[src/hdl/lpkf_pkg.sv]
// ----------------------------------------------------------------------------
// lpkf_pkg - shared definitions of the low-pass predicted Kalman filter
// Widths, register indexes, fixed-point constants and the small helper
// functions used by the filter datapath and its gain divider.
// ----------------------------------------------------------------------------
package lpkf_pkg;

   // Sample-domain values (samples, estimates, low-pass values), Q16.16.
   localparam int SAMPLE_W   = 32;
   // Coefficients Q2.30, noise terms Q0.32, covariance unsigned Q2.30.
   localparam int COEF_W     = 32;
   localparam int COV_W      = 32;
   localparam int CSR_IDX_W  = 3;
   localparam int CSR_DATA_W = 32;

   // Gain is unsigned Q2.30 and never exceeds 1.0, so 31 bits hold it.
   localparam int GAIN_W  = 31;
   // Denominator 4C + R.
   localparam int DEN_W   = COV_W + 3;
   // Shared multiplier operands and product.
   localparam int MUL_W   = 32;
   localparam int PROD_W  = 2 * MUL_W;
   // A product rounded down by 30 bits.
   localparam int TERM_W  = PROD_W - 30;
   // Low-pass accumulator and correction magnitude.
   localparam int ACC_W   = 36;
   // Widest sample-domain sum before saturation.
   localparam int WIDE_W  = 37;
   // Step (lp - lp1) and innovation (x - est - step).
   localparam int STEP_W  = SAMPLE_W + 1;
   localparam int INNOV_W = SAMPLE_W + 3;

   localparam logic [COV_W-1:0]  COV_ONE  = COV_W'(32'h4000_0000);
   localparam logic [GAIN_W-1:0] GAIN_ONE = GAIN_W'(32'h4000_0000);
   localparam logic [PROD_W-1:0] HALF_Q30 = PROD_W'(64'h2000_0000);

   localparam logic [COEF_W-1:0] COEF_INPUT_RST = COEF_W'(32'h4000_0000);
   localparam logic [COEF_W-1:0] NOISE_MEAS_RST = COEF_W'(32'd47244640);
   localparam logic [COEF_W-1:0] NOISE_PROC_RST = COEF_W'(32'd42950);

   localparam logic signed [WIDE_W-1:0] SAT_HI =
      {{(WIDE_W-SAMPLE_W+1){1'b0}}, {(SAMPLE_W-1){1'b1}}};
   localparam logic signed [WIDE_W-1:0] SAT_LO =
      {{(WIDE_W-SAMPLE_W+1){1'b1}}, {(SAMPLE_W-1){1'b0}}};

   typedef enum logic [CSR_IDX_W-1:0] {
      CSR_COEF_INPUT       = 3'd0,
      CSR_COEF_PREV        = 3'd1,
      CSR_COEF_PREV2       = 3'd2,
      CSR_NOISE_MEAS       = 3'd3,
      CSR_NOISE_PROC       = 3'd4,
      CSR_INITIAL_ESTIMATE = 3'd5
   } csr_index_type;

   typedef struct packed {
      logic busy;
      logic ready;
   } div_status_type;

   // Clamp a wide signed sum to the signed sample range.
   function automatic logic signed [SAMPLE_W-1:0] sat_sample(
      input logic signed [WIDE_W-1:0] v);
      logic signed [WIDE_W-1:0] r;
      begin
         r = v;
         if (v > SAT_HI) r = SAT_HI;
         if (v < SAT_LO) r = SAT_LO;
         return r[SAMPLE_W-1:0];
      end
   endfunction

   // Magnitude of a signed 32-bit value; the most negative value maps to 2^31.
   function automatic logic [MUL_W-1:0] abs_val(input logic signed [MUL_W-1:0] v);
      begin
         return v[MUL_W-1] ? (~v + 1'b1) : v;
      end
   endfunction

   // Drop 30 fraction bits from a product magnitude, rounding half up.
   function automatic logic [TERM_W-1:0] round_q30(input logic [PROD_W-1:0] p);
      logic [PROD_W-1:0] s;
      begin
         s = p + HALF_Q30;
         return s[PROD_W-1:30];
      end
   endfunction

endpackage

[src/hdl/lpkf_mul.sv]
// ----------------------------------------------------------------------------
// lpkf_mul - shared unsigned multiplier
// One 32 by 32 bit unsigned product per cycle, registered at the output.
// ----------------------------------------------------------------------------
module lpkf_mul (
   input  logic                            clock,
   input  logic [lpkf_pkg::MUL_W-1:0]      op_a,
   input  logic [lpkf_pkg::MUL_W-1:0]      op_b,
   output logic [lpkf_pkg::PROD_W-1:0]     prod
);

   logic [lpkf_pkg::PROD_W-1:0] prod_ff;

   always_ff @(posedge clock) begin
      prod_ff <= lpkf_pkg::PROD_W'(op_a) * lpkf_pkg::PROD_W'(op_b);
   end

   assign prod = prod_ff;

endmodule

[src/hdl/lpkf_div.sv]
// ----------------------------------------------------------------------------
// lpkf_div - iterative Kalman gain divider
// Restoring division giving floor(C * 2^32 / (4C + R)), one quotient bit
// per cycle. A zero denominator yields a gain of zero.
// ----------------------------------------------------------------------------
module lpkf_div (
   input  logic                              clock,
   input  logic                              reset,
   input  logic                              start,
   input  logic [lpkf_pkg::COV_W-1:0]        cov,
   input  logic [lpkf_pkg::COEF_W-1:0]       noise,
   output lpkf_pkg::div_status_type          status,
   output logic [lpkf_pkg::GAIN_W-1:0]       gain
);

   localparam int CNT_W = $clog2(lpkf_pkg::GAIN_W);

   logic [lpkf_pkg::DEN_W-1:0]  den_ff;
   logic [lpkf_pkg::DEN_W-1:0]  rem_ff;
   logic [lpkf_pkg::GAIN_W-1:0] quo_ff;
   logic [CNT_W-1:0]            cnt_ff;
   logic                        zero_ff;
   logic                        busy_ff;
   logic                        ready_ff;

   logic [lpkf_pkg::DEN_W-1:0]  den_in;
   logic [lpkf_pkg::DEN_W:0]    shifted;
   logic                        fits;
   logic [lpkf_pkg::DEN_W:0]    diff;
   logic [lpkf_pkg::DEN_W-1:0]  rem_in;

   always_comb begin
      den_in  = {1'b0, cov, 2'b00} + {3'b000, noise};
      shifted = {rem_ff, 1'b0};
      fits    = shifted >= {1'b0, den_ff};
      diff    = shifted - {1'b0, den_ff};
      rem_in  = fits ? diff[lpkf_pkg::DEN_W-1:0] : shifted[lpkf_pkg::DEN_W-1:0];
   end

   always_ff @(posedge clock) begin
      if (reset) begin
         busy_ff  <= 1'b0;
         ready_ff <= 1'b0;
         cnt_ff   <= '0;
      end else if (start) begin
         // The partial remainder starts at 2C, which is below the divisor
         // whenever the divisor is nonzero, so 31 steps cover the quotient.
         den_ff   <= den_in;
         rem_ff   <= {2'b00, cov, 1'b0};
         quo_ff   <= '0;
         zero_ff  <= den_in == '0;
         cnt_ff   <= CNT_W'(lpkf_pkg::GAIN_W - 1);
         busy_ff  <= 1'b1;
         ready_ff <= 1'b0;
      end else if (busy_ff) begin
         rem_ff <= rem_in;
         quo_ff <= {quo_ff[lpkf_pkg::GAIN_W-2:0], fits};
         if (cnt_ff == '0) begin
            busy_ff  <= 1'b0;
            ready_ff <= 1'b1;
         end else begin
            cnt_ff <= cnt_ff - 1'b1;
         end
      end
   end

   assign status.busy  = busy_ff;
   assign status.ready = ready_ff;
   assign gain         = zero_ff ? '0 : quo_ff;

endmodule

[src/hdl/lowpass_predicted_kalman_filter_unit.sv]
// ----------------------------------------------------------------------------
// lowpass_predicted_kalman_filter_unit - scalar Kalman filter with low-pass
// prediction
// Second-order low-pass recursion feeding the predicted step of a scalar
// Kalman filter, built around one shared multiplier and a gain divider.
// ----------------------------------------------------------------------------
// Each accepted sample beat produces exactly one result beat carrying the new
// Kalman estimate and the new low-pass value. The gain divider works out one
// quotient bit per cycle and sets the pace; the low-pass terms are multiplied
// while it runs, and after it finishes, three products on the shared 32 by 32
// multiplier finish the correction and the covariance update, the new state is
// committed, and the next sample can be taken in the cycle after the commit.
// While a sample is being worked on, req_stall is high. A finished result is
// held in an output register, so the next sample is accepted even while
// rsp_stall holds the previous result back; the block only waits at its
// commit step if the earlier result is still there. Configuration registers
// are written through csr_write, csr_index and csr_data and must be written
// only while the block is idle. Writing the initial estimate register reloads
// the estimate and sets the covariance back to 1.0. Unknown register indexes
// are ignored.
// ----------------------------------------------------------------------------
module lowpass_predicted_kalman_filter_unit (
   input  logic                                   clock,
   input  logic                                   reset,
   input  logic                                   req_valid,
   output logic                                   req_stall,
   input  logic signed [lpkf_pkg::SAMPLE_W-1:0]   req_sample,
   output logic                                   rsp_valid,
   input  logic                                   rsp_stall,
   output logic signed [lpkf_pkg::SAMPLE_W-1:0]   rsp_estimate,
   output logic signed [lpkf_pkg::SAMPLE_W-1:0]   rsp_lowpass_value,
   input  logic                                   csr_write,
   input  logic [lpkf_pkg::CSR_IDX_W-1:0]         csr_index,
   input  logic [lpkf_pkg::CSR_DATA_W-1:0]        csr_data
);

   typedef enum logic [3:0] {
      ST_IDLE,
      ST_MUL_IN,
      ST_MUL_PREV,
      ST_MUL_PREV2,
      ST_ACC_PREV2,
      ST_LP_SAT,
      ST_STEP,
      ST_INNOV,
      ST_GAIN_WAIT,
      ST_MUL_INNOV_LO,
      ST_MUL_INNOV_HI,
      ST_CORR,
      ST_EST,
      ST_COMMIT
   } state_type;

   localparam int SW = lpkf_pkg::SAMPLE_W;

   state_type state_ff;

   // Configuration registers.
   logic signed [lpkf_pkg::COEF_W-1:0] coef_input_ff;
   logic signed [lpkf_pkg::COEF_W-1:0] coef_prev_ff;
   logic signed [lpkf_pkg::COEF_W-1:0] coef_prev2_ff;
   logic [lpkf_pkg::COEF_W-1:0]        noise_meas_ff;
   logic [lpkf_pkg::COEF_W-1:0]        noise_proc_ff;

   // Filter state.
   logic signed [SW-1:0]               lp1_ff;
   logic signed [SW-1:0]               lp2_ff;
   logic signed [SW-1:0]               est_ff;
   logic [lpkf_pkg::COV_W-1:0]         cov_ff;

   // Working registers of one sample.
   logic signed [SW-1:0]               x_ff;
   logic                               neg_ff;
   logic signed [lpkf_pkg::ACC_W-1:0]  acc_ff;
   logic signed [SW-1:0]               lp_ff;
   logic signed [lpkf_pkg::STEP_W-1:0] step_ff;
   logic signed [lpkf_pkg::INNOV_W-1:0] innov_ff;
   logic [lpkf_pkg::TERM_W-1:0]        rl_ff;
   logic [lpkf_pkg::ACC_W-1:0]         corr_ff;
   logic signed [SW-1:0]               est_new_ff;
   logic [lpkf_pkg::COV_W:0]           cov_rnd_ff;

   // Result register.
   logic                               rsp_valid_ff;
   logic signed [SW-1:0]               rsp_estimate_ff;
   logic signed [SW-1:0]               rsp_lowpass_ff;

   // Shared units.
   logic [lpkf_pkg::MUL_W-1:0]         mul_a;
   logic [lpkf_pkg::MUL_W-1:0]         mul_b;
   logic                               mul_neg;
   logic [lpkf_pkg::PROD_W-1:0]        prod;
   lpkf_pkg::div_status_type           div_status;
   logic [lpkf_pkg::GAIN_W-1:0]        gain;
   logic                               div_start;

   logic                               req_accept;
   logic                               slot_free;
   logic [lpkf_pkg::TERM_W-1:0]        term;
   logic [lpkf_pkg::ACC_W-1:0]         term_ext;
   logic signed [lpkf_pkg::ACC_W-1:0]  term_signed;
   logic [lpkf_pkg::INNOV_W-1:0]       innov_abs;
   logic signed [lpkf_pkg::WIDE_W-1:0] corr_signed;
   logic signed [lpkf_pkg::WIDE_W-1:0] est_sum;
   logic [lpkf_pkg::COEF_W:0]          noise_proc_rnd;
   logic [lpkf_pkg::COV_W+1:0]         cov_sum;
   logic [lpkf_pkg::COV_W-1:0]         cov_next;

   assign req_accept = req_valid && !req_stall;
   assign req_stall  = state_ff != ST_IDLE;
   assign div_start  = req_accept;
   // The result register can take a new result when it is empty or its
   // current beat leaves in this cycle.
   assign slot_free  = !rsp_valid_ff || !rsp_stall;

   lpkf_mul u_mul (
      .clock (clock),
      .op_a  (mul_a),
      .op_b  (mul_b),
      .prod  (prod)
   );

   lpkf_div u_div (
      .clock  (clock),
      .reset  (reset),
      .start  (div_start),
      .cov    (cov_ff),
      .noise  (noise_meas_ff),
      .status (div_status),
      .gain   (gain)
   );

   // Operand selection for the shared multiplier. Products with a signed
   // factor are formed on magnitudes, and the sign is applied after the
   // rounding so that ties round away from zero. The term weighted by
   // coef_prev2 is subtracted, so its sign is flipped here.
   always_comb begin
      innov_abs = innov_ff[lpkf_pkg::INNOV_W-1] ? (~innov_ff + 1'b1) : innov_ff;
      mul_a   = '0;
      mul_b   = '0;
      mul_neg = 1'b0;
      unique case (state_ff)
         ST_MUL_IN: begin
            mul_a   = lpkf_pkg::abs_val(x_ff);
            mul_b   = lpkf_pkg::abs_val(coef_input_ff);
            mul_neg = x_ff[SW-1] ^ coef_input_ff[lpkf_pkg::COEF_W-1];
         end
         ST_MUL_PREV: begin
            mul_a   = lpkf_pkg::abs_val(lp1_ff);
            mul_b   = lpkf_pkg::abs_val(coef_prev_ff);
            mul_neg = lp1_ff[SW-1] ^ coef_prev_ff[lpkf_pkg::COEF_W-1];
         end
         ST_MUL_PREV2: begin
            mul_a   = lpkf_pkg::abs_val(lp2_ff);
            mul_b   = lpkf_pkg::abs_val(coef_prev2_ff);
            mul_neg = !(lp2_ff[SW-1] ^ coef_prev2_ff[lpkf_pkg::COEF_W-1]);
         end
         ST_MUL_INNOV_LO: begin
            mul_a = innov_abs[lpkf_pkg::MUL_W-1:0];
            mul_b = {1'b0, gain};
         end
         ST_MUL_INNOV_HI: begin
            mul_a = lpkf_pkg::MUL_W'(innov_abs[lpkf_pkg::INNOV_W-2:lpkf_pkg::MUL_W]);
            mul_b = {1'b0, gain};
         end
         ST_CORR: begin
            mul_a = {1'b0, lpkf_pkg::GAIN_ONE - gain};
            mul_b = cov_ff;
         end
         ST_IDLE, ST_ACC_PREV2, ST_LP_SAT, ST_STEP, ST_INNOV, ST_GAIN_WAIT,
         ST_EST, ST_COMMIT: begin
            mul_a   = '0;
            mul_b   = '0;
            mul_neg = 1'b0;
         end
      endcase
   end

   always_comb begin
      term        = lpkf_pkg::round_q30(prod);
      term_ext    = {{(lpkf_pkg::ACC_W-lpkf_pkg::TERM_W){1'b0}}, term};
      term_signed = neg_ff ? (~term_ext + 1'b1) : term_ext;

      corr_signed = innov_ff[lpkf_pkg::INNOV_W-1] ? ~{1'b0, corr_ff} + 1'b1
                                                  : {1'b0, corr_ff};
      est_sum     = {{(lpkf_pkg::WIDE_W-SW){est_ff[SW-1]}}, est_ff}
                  + {{(lpkf_pkg::WIDE_W-lpkf_pkg::STEP_W){step_ff[lpkf_pkg::STEP_W-1]}},
                     step_ff}
                  + corr_signed;

      // Q is rounded from Q0.32 to Q2.30 before it is added.
      noise_proc_rnd = {1'b0, noise_proc_ff} + (lpkf_pkg::COEF_W+1)'(2);
      cov_sum  = {1'b0, cov_rnd_ff}
               + {3'b000, noise_proc_rnd[lpkf_pkg::COEF_W:2]};
      cov_next = (cov_sum[lpkf_pkg::COV_W+1:lpkf_pkg::COV_W] != 2'b00)
               ? '1 : cov_sum[lpkf_pkg::COV_W-1:0];
   end

   always_ff @(posedge clock) begin
      if (reset) begin
         state_ff      <= ST_IDLE;
         rsp_valid_ff  <= 1'b0;
         coef_input_ff <= lpkf_pkg::COEF_INPUT_RST;
         coef_prev_ff  <= '0;
         coef_prev2_ff <= '0;
         noise_meas_ff <= lpkf_pkg::NOISE_MEAS_RST;
         noise_proc_ff <= lpkf_pkg::NOISE_PROC_RST;
         lp1_ff        <= '0;
         lp2_ff        <= '0;
         est_ff        <= '0;
         cov_ff        <= lpkf_pkg::COV_ONE;
      end else begin
         neg_ff <= mul_neg;

         if (csr_write) begin
            unique case (lpkf_pkg::csr_index_type'(csr_index))
               lpkf_pkg::CSR_COEF_INPUT:  coef_input_ff <= csr_data;
               lpkf_pkg::CSR_COEF_PREV:   coef_prev_ff  <= csr_data;
               lpkf_pkg::CSR_COEF_PREV2:  coef_prev2_ff <= csr_data;
               lpkf_pkg::CSR_NOISE_MEAS:  noise_meas_ff <= csr_data;
               lpkf_pkg::CSR_NOISE_PROC:  noise_proc_ff <= csr_data;
               lpkf_pkg::CSR_INITIAL_ESTIMATE: begin
                  est_ff <= lpkf_pkg::sat_sample(
                     {{(lpkf_pkg::WIDE_W-lpkf_pkg::CSR_DATA_W){csr_data[
                        lpkf_pkg::CSR_DATA_W-1]}}, csr_data});
                  cov_ff <= lpkf_pkg::COV_ONE;
               end
               default: ;
            endcase
         end

         // A commit in the same cycle refills the register itself.
         if (rsp_valid_ff && !rsp_stall && state_ff != ST_COMMIT) begin
            rsp_valid_ff <= 1'b0;
         end

         unique case (state_ff)
            ST_IDLE: begin
               if (req_accept) begin
                  x_ff     <= req_sample;
                  state_ff <= ST_MUL_IN;
               end
            end
            ST_MUL_IN: begin
               state_ff <= ST_MUL_PREV;
            end
            ST_MUL_PREV: begin
               acc_ff   <= term_signed;
               state_ff <= ST_MUL_PREV2;
            end
            ST_MUL_PREV2: begin
               acc_ff   <= acc_ff + term_signed;
               state_ff <= ST_ACC_PREV2;
            end
            ST_ACC_PREV2: begin
               acc_ff   <= acc_ff + term_signed;
               state_ff <= ST_LP_SAT;
            end
            ST_LP_SAT: begin
               lp_ff    <= lpkf_pkg::sat_sample(
                  {acc_ff[lpkf_pkg::ACC_W-1], acc_ff});
               state_ff <= ST_STEP;
            end
            ST_STEP: begin
               step_ff  <= {lp_ff[SW-1], lp_ff} - {lp1_ff[SW-1], lp1_ff};
               state_ff <= ST_INNOV;
            end
            ST_INNOV: begin
               // Step and innovation are kept exact, without saturation.
               innov_ff <= {{(lpkf_pkg::INNOV_W-SW){x_ff[SW-1]}}, x_ff}
                         - {{(lpkf_pkg::INNOV_W-SW){est_ff[SW-1]}}, est_ff}
                         - {{(lpkf_pkg::INNOV_W-lpkf_pkg::STEP_W){
                              step_ff[lpkf_pkg::STEP_W-1]}}, step_ff};
               state_ff <= ST_GAIN_WAIT;
            end
            ST_GAIN_WAIT: begin
               if (div_status.ready) begin
                  state_ff <= ST_MUL_INNOV_LO;
               end
            end
            ST_MUL_INNOV_LO: begin
               state_ff <= ST_MUL_INNOV_HI;
            end
            ST_MUL_INNOV_HI: begin
               rl_ff    <= term;
               state_ff <= ST_CORR;
            end
            ST_CORR: begin
               // The upper innovation bits carry weight 2^32, which is a
               // multiple of the rounding unit, so their product adds shifted.
               corr_ff  <= {prod[lpkf_pkg::ACC_W-3:0], 2'b00}
                         + {{(lpkf_pkg::ACC_W-lpkf_pkg::TERM_W){1'b0}}, rl_ff};
               state_ff <= ST_EST;
            end
            ST_EST: begin
               est_new_ff <= lpkf_pkg::sat_sample(est_sum);
               cov_rnd_ff <= term[lpkf_pkg::COV_W:0];
               state_ff   <= ST_COMMIT;
            end
            ST_COMMIT: begin
               if (slot_free) begin
                  est_ff          <= est_new_ff;
                  cov_ff          <= cov_next;
                  lp2_ff          <= lp1_ff;
                  lp1_ff          <= lp_ff;
                  rsp_estimate_ff <= est_new_ff;
                  rsp_lowpass_ff  <= lp_ff;
                  rsp_valid_ff    <= 1'b1;
                  state_ff        <= ST_IDLE;
               end
            end
         endcase
      end
   end

   assign rsp_valid         = rsp_valid_ff;
   assign rsp_estimate      = rsp_estimate_ff;
   assign rsp_lowpass_value = rsp_lowpass_ff;

   // An accepted sample starts both the multiply sequence and the divider.
   a_accept_starts: assert property (@(posedge clock) disable iff (reset)
      req_accept |=> (state_ff == ST_MUL_IN && div_status.busy))
      else $error("accepted sample did not start the sequence and divider");

   // The correction multiply must only run on a finished gain.
   a_gain_ready: assert property (@(posedge clock) disable iff (reset)
      (state_ff == ST_MUL_INNOV_LO) |-> div_status.ready)
      else $error("correction multiply started before the gain was ready");

   // The gain never exceeds 1.0, so 1 - gain stays non-negative.
   a_gain_range: assert property (@(posedge clock) disable iff (reset)
      div_status.ready |-> (gain <= lpkf_pkg::GAIN_ONE))
      else $error("gain above 1.0");

   // A commit with a free result register hands out the result and idles.
   a_commit_delivers: assert property (@(posedge clock) disable iff (reset)
      (state_ff == ST_COMMIT && slot_free) |=> (rsp_valid_ff && state_ff == ST_IDLE))
      else $error("commit did not deliver a result");

   // Covariance only changes at a commit or a configuration write.
   a_cov_stable: assert property (@(posedge clock) disable iff (reset)
      (state_ff != ST_COMMIT && !csr_write) |=> $stable(cov_ff))
      else $error("covariance changed outside a commit");

endmodule
[config.mk]
export PLATFORM = sky130hd
export DESIGN_NAME = lowpass_predicted_kalman_filter_unit
export DESIGN_NICKNAME = d
export VERILOG_FILES = /design/src/hdl/lpkf_pkg.sv /design/src/hdl/lpkf_mul.sv /design/src/hdl/lpkf_div.sv /design/src/hdl/lowpass_predicted_kalman_filter_unit.sv
export SDC_FILE = /design/constraint.sdc
export NUM_CORES = 2
export LEC_CHECK = 0
export BUFFER_PORTS_ARGS = -buffer_cell sky130_fd_sc_hd__buf_2
export CELL_PAD_IN_SITES_DETAIL_PLACEMENT = 0
export CELL_PAD_IN_SITES_GLOBAL_PLACEMENT = 1
export CORE_MARGIN = 8
export CORE_UTILIZATION = 35
export CTS_CLUSTER_DIAMETER = 120
export DETAILED_ROUTE_END_ITERATION = 8
export PLACE_DENSITY = 0.71
export SYNTH_ARGS = -nofsm -noshare
export SYNTH_HDL_FRONTEND = slang
export SYNTH_SLANG_ARGS = --single-unit
[constraint.sdc]
create_clock -name clock -period 15.87 [get_ports clock]
set_input_delay 1.587 -clock clock [delete_from_list [all_inputs] [get_ports clock]]
set_output_delay 1.587 -clock clock [all_outputs]
set_load 0.01 [all_outputs]
==> flow_summary.toml <==
[critical_path]
crit_slowest_cell = "sky130_fd_sc_hd__a2111oi_0"
cp-start-kind = "flip-flop"
worstPathRequired_ps = 16550
crit_top_cell = "sky130_fd_sc_hd__fa_1"
timing.critical_path.fanout_max = 33
critical_path.max_stage_delay_ps = 760
reg2reg_slack_ps = 3660
regToRegEndpoint = "u_mul.prod[62]"
crit-reg2reg-launch = "u_div.zero_ff"
timing.setup.critical_path_class = "reg -> reg"
worst-path-buf-inv = 8
worstSetupEndpointType = "flip-flop"
worst_path_dominant_cell_family = "adder cells"
timing.critical_path.arrival_ps = 12890
worstRegToRegCells = 40

[sta]
timing.final.max_slew_violations = 0
final-hold-violation-count = 0
period_share_pct = 76.9
clock-skew-final_ps = 77.8
setup-tns-final_ps = 0
final-setup-viol-count = 0
max_freq_mhz = 81.9
finalWorstPathRequiredPeriod_ps = 12210
grt_setup_unrepaired = "no"
tightestPinTransition_ps = 1290
worst_slack_ps = 3660
max_slew_margin_pct = 13.3

[min_path]
hold_depth = 0
hold_end = "corr_ff[1]"
min_path_type = "reg -> reg"
min_from = "rl_ff[1]"

[final_layout]
area_used_by_multi_input_combinational_logic_sq_mm = 0.0588
nets = 11195
post_route_cells_drive_above_1_share_pct = 6.45
fillerInstances = 24537
seq_area_sq_mm = 0.0214
flow.area_growth_from_synthesis_pct = 9.45

[floorplan]
num_rows = 182
design.die.area_sq_mm = 0.262
core_region_area_sq_mm = 0.245
floorplan.die.width_microns = 512
initial_core_util_pct = 35.1
io-pin-count = 138
fp.dieH_microns = 512

[logic_synthesis]
flip_flop_and_latch_count_after_synthesis = 832
synth-warning-count = 0
number_of_synthesized_flops_with_an_enable_pin = 469
synth-async-reset-ratio_pct = 0
synth.yosys.seq_area_share_pct = 24.8
postSynthNetCount = 11233
netlist_instances = 9619
post_synth_instance_area_sq_mm = 0.0860
syn_avg_cell_area_sq_um = 8.94
yosys_most_used_dff = "sky130_fd_sc_hd__edfxtp_1"
netlist-cell-type-count = 98

[placed_design]
place_worst_setup_slack_ps = 3790
number_of_buffer_cells_added_on_primary_ports = 137
gp_congestion = 0.976
dp.final_hpwl_microns = 261000

[cts]
root_buffer = "sky130_fd_sc_hd__clkbuf_16"
clock_latency_ps = 760
post_cts_resize_count = 0
clockBufferDepth = 3
cts.repair_timing.setup_buffer_count = 0
cts.clk_slew.worst_paths_ps = 60
tritoncts = "yes"
ctsHoldBuffers = 0
cts_buffers = 93
clock-sinks = 832
h-tree-depth = 3

[grt]
grt.overflow.total = 0
grt_antenna_before_repair = 23
grt_start_max_net_pins = 82
grt_pass1_wl_microns = 484000
first_global_vias = 71121
total_routing_usage_reported_by_global_routing_pct = 24.5

[route]
postRouteAntennaNets = 0
number_of_design_rule_violations_left_after_detail_routing = 0
vias = 71461
drtPass1Iterations = 9
wl_per_cell_microns = 25.5
drt-initial-drc-count = 7340
drt-vias-per-instance = 5.55
postRouteWirelength_microns = 329000

[power]
p_leak_nw = 41.0
p_per_area_mw_per_mm2 = 131
vdd.ir_drop.worst_v = 0.000136

[run_status]
run_status = "finished, final reports clean"

[job]
drv_cap = 0
[metrics by stage]
stage          std cells  hold slack [ps]  cell area [sq um]  util, %  power, mW
2_1_floorplan       9619              400              86000        -       7.35
4_1_cts            12881              419              94100     38.4       12.3
3_5_place_dp       12706              405              90900     37.1       9.99
3_3_place_gp       12706              406              90900     37.1       9.98
5_1_grt            12883              434              94100     38.4       13.1
6_report           12887              422              94100     38.4       12.3
[worst max path at each step]
stage | start | to | cells after the start | slack [ps]
after floorplan | u_div.zero_ff | u_mul.prod[57] | 43 | 5280
after global placement | u_div.zero_ff | u_mul.prod[62] | 40 | 3790
after detailed placement | u_div.zero_ff | u_mul.prod[62] | 40 | 3790
after CTS | u_div.zero_ff | u_mul.prod[62] | 40 | 3780
after global routing | u_div.zero_ff | u_mul.prod[62] | 40 | 3040
final | u_div.zero_ff | u_mul.prod[62] | 40 | 3660
[kinds of logic (layout without fill, tap and decap cells)]
| family | after synthesis | after routing | synth area share [%] |
|---|---|---|---|
| AND/OR/NAND/NOR | 2968 | 2968 | 15.8 |
| AO/OA/AOI/OAI | 1816 | 1816 | 13.6 |
| buffers and inverters | 1723 | 1765 | 7.59 |
| adder cells (fa/ha/maj) | 1542 | 1542 | 30.6 |
| flip-flops | 832 | 832 | 24.8 |
| XOR/XNOR | 673 | 673 | 6.87 |
| multiplexers | 65 | 65 | 0.771 |
| other | 0 | 6 | 0 |
[state kept, by name (all words and copies together) (netlist names), 32 cells and up]
name	cells
coef_prev_ff	32
rl_ff	34
acc_ff	36
rsp_estimate	32
noise_meas_ff	32
corr_ff	36
lp_ff	32
u_div.den_ff	35
rsp_lowpass_value	32
innov_ff	34
coef_prev2_ff	32
cov_ff	32
u_div.rem_ff	35
x_ff	32
coef_input_ff	32
lp2_ff	32
lp1_ff	32
cov_rnd_ff	33
u_mul.prod	64
est_new_ff	32
step_ff	33
est_ff	32
[final cells by class]
cell class                 count  area share [%]
timing repair buffer         293            1.98
sequential                   832            22.7
clock inverter                60           0.716
inverter                    1297            5.17
multi-input combinational   7064            62.5
clock buffer                 115            2.65
antenna                        6          0.0160
tap                         3220            4.28
[synthesized netlist by cell type, types with 56 or more instances]
library cell               count  area, sq um
sky130_fd_sc_hd__dfxtp_1     363         7270
sky130_fd_sc_hd__xnor2_1     399         3490
sky130_fd_sc_hd__edfxtp_1    469        14100
sky130_fd_sc_hd__nand3_1     120          601
sky130_fd_sc_hd__and2_1      122          763
sky130_fd_sc_hd__or4_1        56          420
sky130_fd_sc_hd__ha_1        605         7570
sky130_fd_sc_hd__and3_1       63          394
sky130_fd_sc_hd__xor2_1      273         2390
sky130_fd_sc_hd__o21ai_0     323         1620
sky130_fd_sc_hd__nand2_1    1197         4490
sky130_fd_sc_hd__o21a_1       86          646
sky130_fd_sc_hd__nor2_1      785         2950
sky130_fd_sc_hd__a21o_1      216         1620
sky130_fd_sc_hd__inv_1      1294         4860
sky130_fd_sc_hd__fa_1        937        18800
sky130_fd_sc_hd__nand2b_1    204         1280
sky130_fd_sc_hd__a21oi_1     601         3010
sky130_fd_sc_hd__nor2b_1      87          544
sky130_fd_sc_hd__nor3_1       85          425
sky130_fd_sc_hd__clkbuf_1    364         1370
sky130_fd_sc_hd__o31ai_1     110          826
[worst reg2reg max path, delay by kind of cell (launching register included)]
family,cells,cell delay (ps)
adders and majority gates,10,4840
AOI/OAI and AO/OA,17,4300
buffers and inverters,8,1600
and+or+nand+nor,4,930
DFF,1,360
xor gates and xnor gates,1,130
[metal layers]
layer / up-vias / global-route usage (%) / part of all wire (%)
met5: - / 0 / 0.0040
met4: 2 / 8.57 / 4.2
met3: 517 / 3.50 / 7.8
met2: 2983 / 38.7 / 45
met1: 36273 / 34.4 / 43
li1: 31686 / - / -
[placed cells by master, fill, tap and decap left out, types with 156 or more instances in the layout]
cell / netlist / layout
sky130_fd_sc_hd__nand2_1: 1197 / 1196
sky130_fd_sc_hd__o21ai_0: 323 / 322
sky130_fd_sc_hd__dfxtp_1: 363 / 363
sky130_fd_sc_hd__nand2b_1: 204 / 203
sky130_fd_sc_hd__edfxtp_1: 469 / 469
sky130_fd_sc_hd__fa_1: 937 / 937
sky130_fd_sc_hd__nor2_1: 785 / 774
sky130_fd_sc_hd__a21oi_1: 601 / 598
sky130_fd_sc_hd__xor2_1: 273 / 273
sky130_fd_sc_hd__xnor2_1: 399 / 399
sky130_fd_sc_hd__inv_1: 1294 / 1294
sky130_fd_sc_hd__buf_4: 2 / 156
sky130_fd_sc_hd__a21o_1: 216 / 216
sky130_fd_sc_hd__ha_1: 605 / 605
[where the power goes]
group          internal [mW]  switching, mW
Sequential              2.57          0.240
Clock                   1.27           1.02
Combinational           2.47           4.73
Total                   6.30           5.99
Note: power is estimated with default switching activity, not from simulation.
